--- src/design/sbhs_pkg.sv ---
package sbhs_pkg;

   localparam int PhaseWidth = 5;

   localparam logic [PhaseWidth-1:0] PH_IDLE      = 5'd0;
   localparam logic [PhaseWidth-1:0] PH_SYNC_POLL = 5'd1;
   localparam logic [PhaseWidth-1:0] PH_ACK_ZERO  = 5'd2;
   localparam logic [PhaseWidth-1:0] PH_ACK_POLL  = 5'd3;
   localparam logic [PhaseWidth-1:0] PH_ACK_END   = 5'd4;
   localparam logic [PhaseWidth-1:0] PH_HDR_FRAME = 5'd5;
   localparam logic [PhaseWidth-1:0] PH_HDR_CODE  = 5'd6;
   localparam logic [PhaseWidth-1:0] PH_HDR_CHK   = 5'd7;
   localparam logic [PhaseWidth-1:0] PH_ADDR      = 5'd8;
   localparam logic [PhaseWidth-1:0] PH_ADDR_CHK  = 5'd9;
   localparam logic [PhaseWidth-1:0] PH_LEN       = 5'd10;
   localparam logic [PhaseWidth-1:0] PH_LEN_CHK   = 5'd11;
   localparam logic [PhaseWidth-1:0] PH_RD_LEAD   = 5'd12;
   localparam logic [PhaseWidth-1:0] PH_RD_DATA   = 5'd13;
   localparam logic [PhaseWidth-1:0] PH_GET_LEAD  = 5'd14;
   localparam logic [PhaseWidth-1:0] PH_GET_LEN   = 5'd15;
   localparam logic [PhaseWidth-1:0] PH_GET_DATA  = 5'd16;
   localparam logic [PhaseWidth-1:0] PH_WR_LEN    = 5'd17;
   localparam logic [PhaseWidth-1:0] PH_WR_DATA   = 5'd18;
   localparam logic [PhaseWidth-1:0] PH_WR_CHK    = 5'd19;
   localparam logic [PhaseWidth-1:0] PH_ER_FF1    = 5'd20;
   localparam logic [PhaseWidth-1:0] PH_ER_FF2    = 5'd21;
   localparam logic [PhaseWidth-1:0] PH_ER_CHK    = 5'd22;

   localparam logic [2:0] CMD_SYNC  = 3'd0;
   localparam logic [2:0] CMD_GET   = 3'd1;
   localparam logic [2:0] CMD_READ  = 3'd2;
   localparam logic [2:0] CMD_WRMEM = 3'd3;
   localparam logic [2:0] CMD_ERASE = 3'd4;

   localparam logic [1:0] ST_OK    = 2'd0;
   localparam logic [1:0] ST_UNEXP = 2'd1;
   localparam logic [1:0] ST_NACK  = 2'd2;
   localparam logic [1:0] ST_TOUT  = 2'd3;

   localparam logic [7:0] B_DUMMY = 8'hA5;
   localparam logic [7:0] B_FRAME = 8'h5A;
   localparam logic [7:0] B_ACK   = 8'h79;
   localparam logic [7:0] B_NACK  = 8'h1F;
   localparam logic [7:0] B_ZERO  = 8'h00;
   localparam logic [7:0] B_ONES  = 8'hFF;

   localparam logic [15:0] POLL_LIMIT_RESET = 16'd4096;

   typedef struct packed {
      logic        kind;
      logic [2:0]  command;
      logic [31:0] address;
      logic [7:0]  count_m1;
      logic [7:0]  rx_byte;
      logic [7:0]  payload_byte;
   } req_type;

   typedef struct packed {
      logic [7:0] tx_byte;
      logic       tx_valid;
      logic       payload_wanted;
      logic       read_valid;
      logic [7:0] read_byte;
      logic       done_res;
      logic [1:0] status;
   } rsp_type;

   typedef struct packed {
      logic [PhaseWidth-1:0] phase;
      logic [2:0]            active_command;
      logic [31:0]           target_address;
      logic [7:0]            byte_counter;
      logic [7:0]            length_held;
      logic [7:0]            xor_accumulator;
      logic [15:0]           poll_counter;
      logic [PhaseWidth-1:0] return_phase;
   } state_type;

   function automatic logic [7:0] opcode_byte(input logic [2:0] cmd);
      logic [7:0] c;
      unique case (cmd)
         CMD_READ:  c = 8'h11;
         CMD_WRMEM: c = 8'h31;
         CMD_ERASE: c = 8'h44;
         default:   c = 8'h00;
      endcase
      return c;
   endfunction

   function automatic logic [7:0] addr_byte(input logic [31:0] a, input logic [1:0] k);
      logic [7:0] b;
      unique case (k)
         2'd0: b = a[31:24];
         2'd1: b = a[23:16];
         2'd2: b = a[15:8];
         default: b = a[7:0];
      endcase
      return b;
   endfunction

endpackage

--- src/design/sbhs_req_if.sv ---
interface sbhs_req_if;
   logic        valid;
   logic        ready;
   logic        kind;
   logic [2:0]  command;
   logic [31:0] address;
   logic [7:0]  count_m1;
   logic [7:0]  rx_byte;
   logic [7:0]  payload_byte;

   modport source (output valid, kind, command, address, count_m1, rx_byte, payload_byte,
                   input ready);
   modport sink (input valid, kind, command, address, count_m1, rx_byte, payload_byte,
                 output ready);
endinterface

--- src/design/sbhs_rsp_if.sv ---
interface sbhs_rsp_if;
   logic       valid;
   logic       ready;
   logic [7:0] tx_byte;
   logic       tx_valid;
   logic       payload_wanted;
   logic       read_valid;
   logic [7:0] read_byte;
   logic       done_res;
   logic [1:0] status;

   modport source (output valid, tx_byte, tx_valid, payload_wanted, read_valid, read_byte,
                   done_res, status, input ready);
   modport sink (input valid, tx_byte, tx_valid, payload_wanted, read_valid, read_byte,
                 done_res, status, output ready);
endinterface

--- src/design/sbhs_step.sv ---
module sbhs_step
   import sbhs_pkg::*;
(
   input  state_type  st,
   input  req_type    item,
   input  logic [15:0] poll_limit,
   output state_type  st_next,
   output rsp_type    rsp
);

   logic [7:0] bc_inc;
   logic [7:0] next_addr;

   assign bc_inc    = st.byte_counter + 8'd1;
   assign next_addr = addr_byte(st.target_address, bc_inc[1:0]);

   always_comb begin
      st_next = st;
      rsp     = '0;
      if (!item.kind) begin
         // start beat: latch the command and reset the counters
         st_next.active_command  = item.command;
         st_next.target_address  = item.address;
         st_next.length_held     = item.count_m1;
         st_next.byte_counter    = '0;
         st_next.xor_accumulator = '0;
         st_next.poll_counter    = '0;
         st_next.return_phase    = PH_IDLE;
         if (item.command == CMD_SYNC) begin
            st_next.poll_counter = 16'd1;
            rsp.tx_byte = B_FRAME; rsp.tx_valid = 1'b1; st_next.phase = PH_SYNC_POLL;
         end else if (item.command <= CMD_ERASE) begin
            rsp.tx_byte = B_FRAME; rsp.tx_valid = 1'b1; st_next.phase = PH_HDR_FRAME;
         end else begin
            rsp.done_res = 1'b1; rsp.status = ST_UNEXP; st_next.phase = PH_IDLE;
         end
      end else begin
         unique case (st.phase)
            PH_SYNC_POLL: begin
               if (item.rx_byte == B_DUMMY) begin
                  st_next.return_phase = PH_IDLE;
                  rsp.tx_byte = B_ZERO; rsp.tx_valid = 1'b1; st_next.phase = PH_ACK_ZERO;
               end else begin
                  rsp.done_res = 1'b1;
                  rsp.status   = (item.rx_byte == B_NACK) ? ST_NACK : ST_UNEXP;
                  st_next.phase = PH_IDLE;
               end
            end
            PH_ACK_ZERO: begin
               if (item.rx_byte == B_DUMMY) begin
                  st_next.poll_counter = 16'd1;
                  rsp.tx_byte = B_DUMMY; rsp.tx_valid = 1'b1; st_next.phase = PH_ACK_POLL;
               end else begin
                  rsp.done_res = 1'b1; rsp.status = ST_UNEXP; st_next.phase = PH_IDLE;
               end
            end
            PH_ACK_POLL: begin
               if (item.rx_byte == B_ACK) begin
                  rsp.tx_byte = B_ACK; rsp.tx_valid = 1'b1; st_next.phase = PH_ACK_END;
               end else if (item.rx_byte == B_DUMMY) begin
                  if (st.poll_counter >= poll_limit) begin
                     rsp.done_res = 1'b1; rsp.status = ST_TOUT; st_next.phase = PH_IDLE;
                  end else begin
                     st_next.poll_counter = st.poll_counter + 16'd1;
                     rsp.tx_byte = B_DUMMY; rsp.tx_valid = 1'b1;
                     st_next.phase = PH_ACK_POLL;
                  end
               end else begin
                  rsp.done_res = 1'b1;
                  rsp.status   = (item.rx_byte == B_NACK) ? ST_NACK : ST_UNEXP;
                  st_next.phase = PH_IDLE;
               end
            end
            PH_ACK_END: begin
               if (item.rx_byte != B_DUMMY) begin
                  rsp.done_res = 1'b1; rsp.status = ST_UNEXP; st_next.phase = PH_IDLE;
               end else begin
                  // ack complete: resume after the phase that asked for it
                  unique case (st.return_phase)
                     PH_HDR_CHK: begin
                        if (st.active_command == CMD_GET) begin
                           rsp.tx_byte = B_DUMMY; rsp.tx_valid = 1'b1;
                           st_next.phase = PH_GET_LEAD;
                        end else if (st.active_command == CMD_READ ||
                                     st.active_command == CMD_WRMEM) begin
                           st_next.byte_counter    = '0;
                           st_next.xor_accumulator = st.target_address[31:24];
                           rsp.tx_byte = st.target_address[31:24]; rsp.tx_valid = 1'b1;
                           st_next.phase = PH_ADDR;
                        end else if (st.active_command == CMD_ERASE) begin
                           rsp.tx_byte = B_ONES; rsp.tx_valid = 1'b1;
                           st_next.phase = PH_ER_FF1;
                        end else begin
                           rsp.done_res = 1'b1; rsp.status = ST_OK; st_next.phase = PH_IDLE;
                        end
                     end
                     PH_ADDR_CHK: begin
                        if (st.active_command == CMD_READ) begin
                           rsp.tx_byte = st.length_held; rsp.tx_valid = 1'b1;
                           st_next.phase = PH_LEN;
                        end else if (st.active_command == CMD_WRMEM) begin
                           st_next.xor_accumulator = st.length_held;
                           rsp.tx_byte = st.length_held; rsp.tx_valid = 1'b1;
                           rsp.payload_wanted = 1'b1;
                           st_next.phase = PH_WR_LEN;
                        end else begin
                           rsp.done_res = 1'b1; rsp.status = ST_OK; st_next.phase = PH_IDLE;
                        end
                     end
                     PH_LEN_CHK: begin
                        rsp.tx_byte = B_DUMMY; rsp.tx_valid = 1'b1;
                        st_next.phase = PH_RD_LEAD;
                     end
                     PH_ER_FF2: begin
                        rsp.tx_byte = B_ZERO; rsp.tx_valid = 1'b1;
                        st_next.phase = PH_ER_CHK;
                     end
                     default: begin
                        rsp.done_res = 1'b1; rsp.status = ST_OK; st_next.phase = PH_IDLE;
                     end
                  endcase
               end
            end
            PH_HDR_FRAME: begin
               rsp.tx_byte = opcode_byte(st.active_command); rsp.tx_valid = 1'b1;
               st_next.phase = PH_HDR_CODE;
            end
            PH_HDR_CODE: begin
               rsp.tx_byte = ~opcode_byte(st.active_command); rsp.tx_valid = 1'b1;
               st_next.phase = PH_HDR_CHK;
            end
            PH_HDR_CHK, PH_ADDR_CHK, PH_LEN_CHK, PH_ER_FF2: begin
               st_next.return_phase = st.phase;
               rsp.tx_byte = B_ZERO; rsp.tx_valid = 1'b1; st_next.phase = PH_ACK_ZERO;
            end
            PH_WR_CHK, PH_ER_CHK: begin
               st_next.return_phase = PH_IDLE;
               rsp.tx_byte = B_ZERO; rsp.tx_valid = 1'b1; st_next.phase = PH_ACK_ZERO;
            end
            PH_ADDR: begin
               if (st.byte_counter < 8'd3) begin
                  st_next.byte_counter    = bc_inc;
                  st_next.xor_accumulator = st.xor_accumulator ^ next_addr;
                  rsp.tx_byte = next_addr; rsp.tx_valid = 1'b1; st_next.phase = PH_ADDR;
               end else begin
                  rsp.tx_byte = st.xor_accumulator; rsp.tx_valid = 1'b1;
                  st_next.phase = PH_ADDR_CHK;
               end
            end
            PH_LEN: begin
               rsp.tx_byte = ~st.length_held; rsp.tx_valid = 1'b1;
               st_next.phase = PH_LEN_CHK;
            end
            PH_RD_LEAD: begin
               st_next.byte_counter = '0;
               rsp.tx_byte = B_DUMMY; rsp.tx_valid = 1'b1; st_next.phase = PH_RD_DATA;
            end
            PH_GET_LEN: begin
               st_next.length_held  = item.rx_byte;
               st_next.byte_counter = '0;
               rsp.tx_byte = B_DUMMY; rsp.tx_valid = 1'b1; st_next.phase = PH_GET_DATA;
            end
            PH_GET_LEAD: begin
               rsp.tx_byte = B_DUMMY; rsp.tx_valid = 1'b1; st_next.phase = PH_GET_LEN;
            end
            PH_RD_DATA, PH_GET_DATA: begin
               rsp.read_valid = 1'b1;
               rsp.read_byte  = item.rx_byte;
               if (st.byte_counter >= st.length_held) begin
                  if (st.phase == PH_GET_DATA) begin
                     st_next.return_phase = PH_IDLE;
                     rsp.tx_byte = B_ZERO; rsp.tx_valid = 1'b1;
                     st_next.phase = PH_ACK_ZERO;
                  end else begin
                     rsp.done_res = 1'b1; rsp.status = ST_OK; st_next.phase = PH_IDLE;
                  end
               end else begin
                  st_next.byte_counter = bc_inc;
                  rsp.tx_byte = B_DUMMY; rsp.tx_valid = 1'b1; st_next.phase = st.phase;
               end
            end
            PH_WR_LEN: begin
               st_next.byte_counter    = '0;
               st_next.xor_accumulator = st.xor_accumulator ^ item.payload_byte;
               rsp.tx_byte = item.payload_byte; rsp.tx_valid = 1'b1;
               rsp.payload_wanted = (st.length_held != 8'd0);
               st_next.phase = PH_WR_DATA;
            end
            PH_WR_DATA: begin
               if (st.byte_counter < st.length_held) begin
                  st_next.byte_counter    = bc_inc;
                  st_next.xor_accumulator = st.xor_accumulator ^ item.payload_byte;
                  rsp.tx_byte = item.payload_byte; rsp.tx_valid = 1'b1;
                  rsp.payload_wanted = (bc_inc < st.length_held);
                  st_next.phase = PH_WR_DATA;
               end else begin
                  rsp.tx_byte = st.xor_accumulator; rsp.tx_valid = 1'b1;
                  st_next.phase = PH_WR_CHK;
               end
            end
            PH_ER_FF1: begin
               rsp.tx_byte = B_ONES; rsp.tx_valid = 1'b1; st_next.phase = PH_ER_FF2;
            end
            default: begin
               st_next.phase = PH_IDLE;
            end
         endcase
      end
   end

endmodule

--- src/design/spi_bootloader_host_sequencer.sv ---
// Host-side byte sequencer for an SPI bootloader. Send a start beat (kind 0) with the
// command, and for read or write the address and length minus one; each result beat
// names the next byte to shift out (tx_valid) and whether the following exchange beat
// must carry a write data byte (payload_wanted). Feed back every completed SPI exchange
// as an exchange beat (kind 1) with the byte received; returned data bytes appear as
// read_valid/read_byte, and the beat that ends the command carries done_res and status
// (ok, unexpected byte, nack, timeout). Ack waits poll at most csr_wdata exchanges, as
// last written (4096 after reset); write it only while no command is running.
// Every beat gives exactly one result beat. Throughput is one beat per clock while the
// result side keeps taking results; a beat passes the input register and the result
// register around the single pass of next-state logic. Exchange beats that arrive while
// idle give an all-zero result, and a start beat during a command drops that command.
module spi_bootloader_host_sequencer
   import sbhs_pkg::*;
(
   input  logic          clock,
   input  logic          reset,
   sbhs_req_if.sink      req_ch,
   sbhs_rsp_if.source    rsp_ch,
   input  logic          csr_we,
   input  logic [15:0]   csr_wdata
);

   logic        in_valid_ff, in_valid_in;
   req_type     in_ff;
   state_type   st_ff, st_in;
   logic        rsp_valid_ff, rsp_valid_in;
   rsp_type     rsp_ff, rsp_in;
   logic [15:0] poll_limit_ff;
   logic        advance;
   logic        take_req;
   req_type     req_item;

   // Gather the inbound beat into one word.
   assign req_item.kind         = req_ch.kind;
   assign req_item.command      = req_ch.command;
   assign req_item.address      = req_ch.address;
   assign req_item.count_m1     = req_ch.count_m1;
   assign req_item.rx_byte      = req_ch.rx_byte;
   assign req_item.payload_byte = req_ch.payload_byte;

   // Advance the held beat whenever the result slot is free or being emptied.
   assign advance      = in_valid_ff && (!rsp_valid_ff || rsp_ch.ready);
   assign req_ch.ready = !in_valid_ff || advance;
   assign take_req     = req_ch.valid && req_ch.ready;

   assign in_valid_in  = take_req || (in_valid_ff && !advance);
   assign rsp_valid_in = advance || (rsp_valid_ff && !rsp_ch.ready);

   sbhs_step u_step (
      .st         (st_ff),
      .item       (in_ff),
      .poll_limit (poll_limit_ff),
      .st_next    (st_in),
      .rsp        (rsp_in)
   );

   // Control state and the poll limit register.
   always_ff @(posedge clock) begin
      if (reset) begin
         in_valid_ff   <= 1'b0;
         rsp_valid_ff  <= 1'b0;
         st_ff         <= '0;
         poll_limit_ff <= POLL_LIMIT_RESET;
      end else begin
         in_valid_ff  <= in_valid_in;
         rsp_valid_ff <= rsp_valid_in;
         if (advance) begin
            st_ff <= st_in;
         end
         if (csr_we) begin
            poll_limit_ff <= csr_wdata;
         end
      end
   end

   // Payload registers: hold until the next beat moves in.
   always_ff @(posedge clock) begin
      if (take_req) begin
         in_ff <= req_item;
      end
      if (advance) begin
         rsp_ff <= rsp_in;
      end
   end

   assign rsp_ch.valid          = rsp_valid_ff;
   assign rsp_ch.tx_byte        = rsp_ff.tx_byte;
   assign rsp_ch.tx_valid       = rsp_ff.tx_valid;
   assign rsp_ch.payload_wanted = rsp_ff.payload_wanted;
   assign rsp_ch.read_valid     = rsp_ff.read_valid;
   assign rsp_ch.read_byte      = rsp_ff.read_byte;
   assign rsp_ch.done_res       = rsp_ff.done_res;
   assign rsp_ch.status         = rsp_ff.status;

   // A beat that ends the command leaves the sequencer idle.
   a_done_idle: assert property (@(posedge clock) disable iff (reset)
      (advance && rsp_in.done_res) |=> (st_ff.phase == PH_IDLE))
      else $error("command ended but phase not idle");

   // Exchange beats while idle produce nothing.
   a_idle_quiet: assert property (@(posedge clock) disable iff (reset)
      (advance && in_ff.kind && st_ff.phase == PH_IDLE) |-> (rsp_in == '0))
      else $error("idle exchange produced a result");

   // A payload request only ever leads into the write length or write data phase.
   a_pw_phase: assert property (@(posedge clock) disable iff (reset)
      (advance && rsp_in.payload_wanted) |=>
         (st_ff.phase == PH_WR_LEN || st_ff.phase == PH_WR_DATA))
      else $error("payload requested outside write data");

   // With the result slot empty the block must take a new beat.
   a_ready_free: assert property (@(posedge clock) disable iff (reset)
      !rsp_valid_ff |-> req_ch.ready)
      else $error("stalled with free result slot");

endmodule

--- src/flat_wrapper.sv ---
// flat-port wrapper written by rule: the top's interface ports become plain ports
module spi_bootloader_host_sequencer_flat import sbhs_pkg::*;
  (clock, reset, csr_we, csr_wdata, req_ch_valid, req_ch_kind, req_ch_command, req_ch_address, req_ch_count_m1, req_ch_rx_byte, req_ch_payload_byte, req_ch_ready, rsp_ch_valid, rsp_ch_tx_byte, rsp_ch_tx_valid, rsp_ch_payload_wanted, rsp_ch_read_valid, rsp_ch_read_byte, rsp_ch_done_res, rsp_ch_status, rsp_ch_ready);
  sbhs_req_if req_ch_i ();
  sbhs_rsp_if rsp_ch_i ();
  input  logic clock;
  input  logic reset;
  input  logic csr_we;
  input  logic [15:0] csr_wdata;
  input wire logic [$bits(req_ch_i.valid)-1:0] req_ch_valid;
  input wire logic [$bits(req_ch_i.kind)-1:0] req_ch_kind;
  input wire logic [$bits(req_ch_i.command)-1:0] req_ch_command;
  input wire logic [$bits(req_ch_i.address)-1:0] req_ch_address;
  input wire logic [$bits(req_ch_i.count_m1)-1:0] req_ch_count_m1;
  input wire logic [$bits(req_ch_i.rx_byte)-1:0] req_ch_rx_byte;
  input wire logic [$bits(req_ch_i.payload_byte)-1:0] req_ch_payload_byte;
  output wire logic [$bits(req_ch_i.ready)-1:0] req_ch_ready;
  output wire logic [$bits(rsp_ch_i.valid)-1:0] rsp_ch_valid;
  output wire logic [$bits(rsp_ch_i.tx_byte)-1:0] rsp_ch_tx_byte;
  output wire logic [$bits(rsp_ch_i.tx_valid)-1:0] rsp_ch_tx_valid;
  output wire logic [$bits(rsp_ch_i.payload_wanted)-1:0] rsp_ch_payload_wanted;
  output wire logic [$bits(rsp_ch_i.read_valid)-1:0] rsp_ch_read_valid;
  output wire logic [$bits(rsp_ch_i.read_byte)-1:0] rsp_ch_read_byte;
  output wire logic [$bits(rsp_ch_i.done_res)-1:0] rsp_ch_done_res;
  output wire logic [$bits(rsp_ch_i.status)-1:0] rsp_ch_status;
  input wire logic [$bits(rsp_ch_i.ready)-1:0] rsp_ch_ready;
  assign req_ch_i.valid = req_ch_valid;
  assign req_ch_i.kind = req_ch_kind;
  assign req_ch_i.command = req_ch_command;
  assign req_ch_i.address = req_ch_address;
  assign req_ch_i.count_m1 = req_ch_count_m1;
  assign req_ch_i.rx_byte = req_ch_rx_byte;
  assign req_ch_i.payload_byte = req_ch_payload_byte;
  assign req_ch_ready = req_ch_i.ready;
  assign rsp_ch_valid = rsp_ch_i.valid;
  assign rsp_ch_tx_byte = rsp_ch_i.tx_byte;
  assign rsp_ch_tx_valid = rsp_ch_i.tx_valid;
  assign rsp_ch_payload_wanted = rsp_ch_i.payload_wanted;
  assign rsp_ch_read_valid = rsp_ch_i.read_valid;
  assign rsp_ch_read_byte = rsp_ch_i.read_byte;
  assign rsp_ch_done_res = rsp_ch_i.done_res;
  assign rsp_ch_status = rsp_ch_i.status;
  assign rsp_ch_i.ready = rsp_ch_ready;
  spi_bootloader_host_sequencer u_core (.clock(clock), .reset(reset), .req_ch(req_ch_i), .rsp_ch(rsp_ch_i), .csr_we(csr_we), .csr_wdata(csr_wdata));
endmodule
--- config.mk ---
export PLATFORM = sky130hd
export DESIGN_NAME = spi_bootloader_host_sequencer_flat
export DESIGN_NICKNAME = d
export VERILOG_FILES = /design/src/design/sbhs_pkg.sv /design/src/design/sbhs_req_if.sv /design/src/design/sbhs_rsp_if.sv /design/src/design/sbhs_step.sv /design/src/design/spi_bootloader_host_sequencer.sv /design/src/flat_wrapper.sv
export SDC_FILE = /design/constraint.sdc
export NUM_CORES = 1
export LEC_CHECK = 0
export BUFFER_PORTS_ARGS = -buffer_cell sky130_fd_sc_hd__clkbuf_2
export CAP_MARGIN = 20
export CORE_MARGIN = 4
export CORE_UTILIZATION = 45
export CTS_CLUSTER_DIAMETER = 60
export CTS_CLUSTER_SIZE = 28
export DETAILED_ROUTE_END_ITERATION = 16
export GPL_ROUTABILITY_DRIVEN = 0
export PLACE_DENSITY_LB_ADDON = 0.05
export RECOVER_POWER = 100
export SETUP_SLACK_MARGIN = 0.1
export SYNTH_ARGS = -nofsm -noshare
export SYNTH_HDL_FRONTEND = slang
export SYNTH_SLANG_ARGS = --single-unit
--- constraint.sdc ---
create_clock -name clock -period 3.2 [get_ports clock]
set_clock_uncertainty 0.05 [all_clocks]
set_input_delay 0.8 -clock clock [delete_from_list [all_inputs] [get_ports clock]]
set_output_delay 0.8 -clock clock [all_outputs]
set_load 0.02 [all_outputs]
# Word level (Yosys, flattened, before mapping)
# Index checks and enable logic that the tools add are counted.
# W data, S select, Z words.
# word_totals
regBits	185
input_bits	81
output_inout_bits	24
wordCells	225
# op_classes
n_addsub	2
magnitude_cmp	6
n_eq_ne	60
muxes	97
bitwise	5
n_reduce_logical	31
# ops
operator	count
$mux W8	19
$pmux W9 S14	1
$mux W9	13
$pmux W5 S16	1
$mux W5	13
$mux W16	4
$mux W3	18
$eq A5 B4 Y1 const B	10
$mux W45	1
$ne A3 B3 Y1 const B	15
$eq A5 B5 Y1 const B	8
$pmux W5 S4	2
$pmux W8 S5	1
$pmux W9 S4	1
$pmux W16 S2	1
$pmux W8 S4	1
$eq A5 B3 Y1 const B	5
$pmux W8 S3	1
$pmux W7 S3	1
$mux W10	2
$ne A4 B4 Y1 const B	5
$add A16 B1 Y16 const B	1
$ge A16 B16 Y1	1
$lt A8 B8 Y1	2
42 further kinds	74

# Logic depth before layout (Yosys ltp)
# logic_depth
depth_word	8
mapped_depth	10
mapped_depth_nobuf	10

# By module
# A second synthesis with hierarchy kept.
# unflattened
hier_cells	1280
hier_area_um2	11865.1
# by_module_without_submodules
module	n_inst	cells_per_inst	area_each_um2	seq_area_each_um2
spi_bootloader_host_sequencer	1	513	6916.6	4524.3
sbhs_step	1	767	4948.5	0.0

# Worst setup path before layout
# No wires, ideal clock.
# synth_timing
path_type	input-to-reg
start	in rsp_ch_ready
end	reg u_core.in_ff[0] (netlist bit), enable pin
setup_ps	424
arrival_ps	2506
t_required_ps	2726
path_slack_ps	220
stages	3
n_path_buf	0
path_cell_list	nor2b_1 -> nand2_1 -> and2_1
# synth_via
elab_chain_len	4
# synth_lines
item	line_no	text
from (decl)	flat_wrapper.sv:26	input wire logic [$bits(rsp_ch_i.ready)-1:0] rsp_ch_ready;
$logic_or A1 B1 Y1	spi_bootloader_host_sequencer.sv:43	assign advance = in_valid_ff && (!rsp_valid_ff || rsp_ch.ready);
$logic_and A1 B1 Y1	spi_bootloader_host_sequencer.sv:43	
$logic_or A1 B1 Y1	spi_bootloader_host_sequencer.sv:44	assign req_ch.ready = !in_valid_ff || advance;
net req_ch_ready	flat_wrapper.sv:17	output wire logic [$bits(req_ch_i.ready)-1:0] req_ch_ready;
$logic_and A1 B1 Y1	spi_bootloader_host_sequencer.sv:45	assign take_req = req_ch.valid && req_ch.ready;
net u_core.take_req	spi_bootloader_host_sequencer.sv:31	logic take_req;
to (signal assigned)	spi_bootloader_host_sequencer.sv:80	in_ff <= req_item;
to (decl)	spi_bootloader_host_sequencer.sv:25	req_type in_ff;
# The timed path passes the listed nets, and every way through them passes these cells.
# A chain may end at the register's enable or synchronous reset.

# Worst setup path in the final report
# layout_timing
start	reg u_core.st_ff[82] (netlist bit)
end	reg u_core.st_ff[23] (netlist bit)
# layout_via
elab_chain_len	3
word_cells_on_any_way	16
cone_classes	eq/ne: 13; mux: 2; reduce/logical: 1
# layout_lines
item	line_no	text
from (decl)	spi_bootloader_host_sequencer.sv:26	state_type st_ff, st_in;
from (signal assigned)	spi_bootloader_host_sequencer.sv:69	st_ff <= st_in;
$eq A5 B5 Y1 (tied with other cells)	sbhs_step.sv:38	unique case (st.phase)
$ne A5 B5 Y1 (no source line) (tied with other cells)	--	
$reduce_and A10 Y1 (no source line) or $mux W45 (tied branches)	--	
# Parallel ways exist; a longest one is shown, timed or not.

==> impl_summary.log <==
INFO  metric synth-main-ff-cell = sky130_fd_sc_hd__dfxtp_1
INFO  metric synth-edff-count = 82
INFO  metric cts_resized = 0
INFO  metric post_synth_num_cell_types = slightly below 90
INFO  metric failing_checks = max-capacitance violations, max-slew violations
INFO  metric max-clock-path-buffers = 2
INFO  metric rsz0062_at_grt = false
INFO  metric period_share = 0.930
INFO  metric area_share_of_fa_ha_maj_cells_after_synthesis = 0.0514
INFO  metric drt-wirelength-per-cell = 19.9 um
INFO  metric timing.max_cap.violations = 3
INFO  metric chipWidth = between 150 and 200 um
INFO  metric grt_antenna_before_repair = 0
INFO  metric ant_nets = 0
INFO  metric critical_path.startpoint_type = flop
INFO  metric timing.slew.headroom = -0.253
INFO  metric grt_start_max_net_pins = 81
INFO  metric vias = 8,642
INFO  metric netlist.area_leader.share = 0.247
INFO  metric synth_mux_area_frac = 0.0505
INFO  metric tritoncts = yes
INFO  metric timing.hold.worst.class = reg -> reg
INFO  metric vdd.ir_drop.worst = 348 uV
INFO  metric critical_path_peak_fanout = 17
INFO  metric numClockSinks = about 190
INFO  metric chipHeight = 157 um
INFO  metric worstPathRequired = 3.48 ns
INFO  metric dp_cells = 1,425
INFO  metric seq_area_frac_synth = 0.453
INFO  metric num-nets-final = 1,286
INFO  metric synth_most_common_cell = sky130_fd_sc_hd__nand2_1
INFO  metric placement_rows = 54
INFO  metric synth_simple_gate_area_frac = 0.184
INFO  metric first_global_vias = 8,256
INFO  metric route.detailed.drc = 0
INFO  metric syn_area = roughly 0.010 sq mm
INFO  metric worst_slew_pin_slew = 1.88 ns
INFO  metric grt_remaining_overflow = 0
INFO  metric cp_data_arrival_time = 3.25 ns
INFO  metric final_area = 0.0114 sq mm
INFO  metric hold-worst-slack = a little over 0.4 ns
INFO  metric yosysTopAreaCell = sky130_fd_sc_hd__edfxtp_1
INFO  metric setup.worst_path.class = reg -> reg
INFO  metric clk_pin_slew = 0.08 ns
INFO  metric ctsHoldBuffers = 0
INFO  metric i_o_pins = 105
INFO  metric worstSetupEndpointType = flop
INFO  metric post_syn_instances = 1,064
INFO  metric post_synthesis_register_bit_count = 185
INFO  metric post_route_cells_drive_above_1_share = 0.159
INFO  metric final_critical_path_setup_slack = 0.224 ns
INFO  metric async_sr_flop_fraction = 0
INFO  metric synth_common_cells = sky130_fd_sc_hd__nand2_1 (147), sky130_fd_sc_hd__dfxtp_1 (103), sky130_fd_sc_hd__edfxtp_1 (82)
INFO  metric fmax = 336 MHz
INFO  metric post-cts-setup-buffers = 0
INFO  metric cts-root-buf = sky130_fd_sc_hd__clkbuf_16
INFO  metric diodes = 0
INFO  metric hold_viol_final = 0
INFO  metric synth_compound_gate_area_share = 0.207
INFO  metric leak_pwr = 0.00427 uW
INFO  metric floorplan.initialDensity = 0.457
INFO  metric worstSkewPairLatency = 0.44 ns
INFO  metric setup_total_negative_slack = 0 ns
INFO  metric xor_xnor_portion_of_the_synthesized_cell_area = 0.00878
INFO  metric area_growth_syn_to_layout = 14.6%
INFO  metric synth.yosys.warnings = 0
INFO  metric totalWireLength = approximately 29,000 um
INFO  metric timing_max_transition_violations_final = between 150 and 200
INFO  metric numPortBuffers = 104
INFO  metric grt.total_usage = 0.239
INFO  metric core_area = 0.0218 sq mm
INFO  metric cts_buffers = 17
INFO  metric dp.final_hpwl = between 20,000 and 25,000 um
INFO  metric setup_viol_count_final = 0
INFO  metric drtIter0Drc = 790
INFO  metric synth_top_family_by_area = compound AO/OA/AOI/OAI gates
INFO  metric outcome = complete, but fails checks
INFO  metric fillerInstances = between 2,000 and 2,500
INFO  metric syn_avg_cell_area = 9.38 sq um
INFO  metric dpl-instance-area = 0.0109 sq mm
INFO  metric post_drt_via_cell_ratio = ~6
INFO  metric power_per_cell_area = 470 mW/mm^2
INFO  metric netlist_top_cells_area = sky130_fd_sc_hd__edfxtp_1 (25%), sky130_fd_sc_hd__dfxtp_1 (21%), sky130_fd_sc_hd__nand2_1 (5.5%)
INFO  metric die_area = 0.0246 sq mm
INFO  metric dp_slack = 0.389 ns
INFO  metric drt-pass1-iter-count = 6
INFO  metric first_pass_grt_wire_length = 46,200 um
INFO  metric ctsHtreeMaxLevel = 4
INFO  metric syn_nets = 1,186
INFO  metric post-route-min-period = between 2 and 3 ns
INFO  metric finalNonFillerCells = 1,457
[critical path, cell delays in order (launching register included)]
cell	delay [ns]
sky130_fd_sc_hd__dfxtp_1	0.72
sky130_fd_sc_hd__or3b_4	0.32
sky130_fd_sc_hd__or2_4	0.26
sky130_fd_sc_hd__nor2_1	0.07
sky130_fd_sc_hd__a211oi_1	0.49
sky130_fd_sc_hd__a21o_1	0.25
sky130_fd_sc_hd__clkbuf_2	0.32
sky130_fd_sc_hd__a21oi_4	0.15
sky130_fd_sc_hd__o2bb2ai_1	0.22
[worst paths after layout]
| path | from | to | slack, ns | cells past startpoint |
|---|---|---|---|---|
| worst max-delay path | u_core.st_ff[82]$_SDFFE_PP0P_ | u_core.st_ff[23]$_SDFFE_PP0P_ | 0.22 | 8 |
| worst min-delay path | u_core.st_ff[48]$_SDFFE_PP0P_ | u_core.st_ff[48]$_SDFFE_PP0P_ | 0.41 | 2 |
| worst max register to register | u_core.st_ff[82]$_SDFFE_PP0P_ | u_core.st_ff[23]$_SDFFE_PP0P_ | 0.22 | 8 |
| worst min register to register | u_core.st_ff[48]$_SDFFE_PP0P_ | u_core.st_ff[48]$_SDFFE_PP0P_ | 0.41 | 2 |
[logic make-up after synthesis]
kind of cell	Yosys count
and+or+nand+nor	378
AOI/OAI and AO/OA	291
DFF	185
buffers and inverters	109
muxes	50
adders and majority gates	41
xor gates and xnor gates	10
[power by group]
group          internal, uW  total [uW]  switching, uW
Clock                  1110        2280           1170
Sequential             2560        2630           67.5
Combinational           170         462            293
[area by class of cell]
class	count	area (sq um)	area share
clock buffer	17	425	0.0372
timing repair buffer	140	727	0.0636
tap	280	350	0.0306
multi-input combinational	770	5000	0.437
sequential	185	4520	0.396
clock inverter	15	220	0.0193
inverter	50	188	0.0164
[per-stage QoR]
step           power, uW   util
3_5_place_dp        3150  0.499
2_1_floorplan       2960      -
5_1_grt             5580  0.524
4_1_cts             5410  0.528
6_report            5370  0.524
3_3_place_gp        3150  0.499
[sequential cells by signal (all words and copies together) (netlist names)]
signal	cells
u_core.in_ff	60
u_core.rsp_ch.status	2
u_core.rsp_ch.tx_valid	1
u_core.rsp_ch.done_res	1
u_core.in_valid_ff	1
u_core.rsp_ch.read_valid	1
u_core.st_ff	85
u_core.rsp_ch.valid	1
u_core.poll_limit_ff	16
u_core.rsp_ch.payload_wanted	1
u_core.rsp_ch.read_byte	8
u_core.rsp_ch.tx_byte	8
[layer usage]
layer | wire, um | track usage | up-vias
met5 | 0 | 0 | -
met2 | 12700 | 0.349 | 336
met3 | 2080 | 0.0440 | 41
met1 | 13600 | 0.364 | 4119
met4 | 480 | 0.0640 | 0
li1 | - | - | 4146
[placed cells by master (no fill, tap or decap), drive strengths merged, types with 5 or more instances in the layout]
master,Yosys,routed
or3,8,8
mux2i,47,47
xor2,6,6
nand3,28,28
o221a,8,8
a211oi,22,22
a21o,10,10
a21oi,84,84
o211ai,15,15
edfxtp,82,82
nand4,6,6
nand2b,14,14
o21ai,31,31
clkbuf,39,129
buf,20,28
and3,21,21
nand2,149,149
a221oi,11,11
ha,41,41
a31o,8,8
a31oi,21,21
nor2b,14,14
clkinv,0,5
o2bb2ai,9,9
a222oi,8,8
nor2,81,81
inv,50,60
o22ai,14,14
dfxtp,103,103
o21a,8,8
or2,8,8
o31ai,5,5
nor3,17,17
nor4,6,6
(Power assumes the default switching activity.)
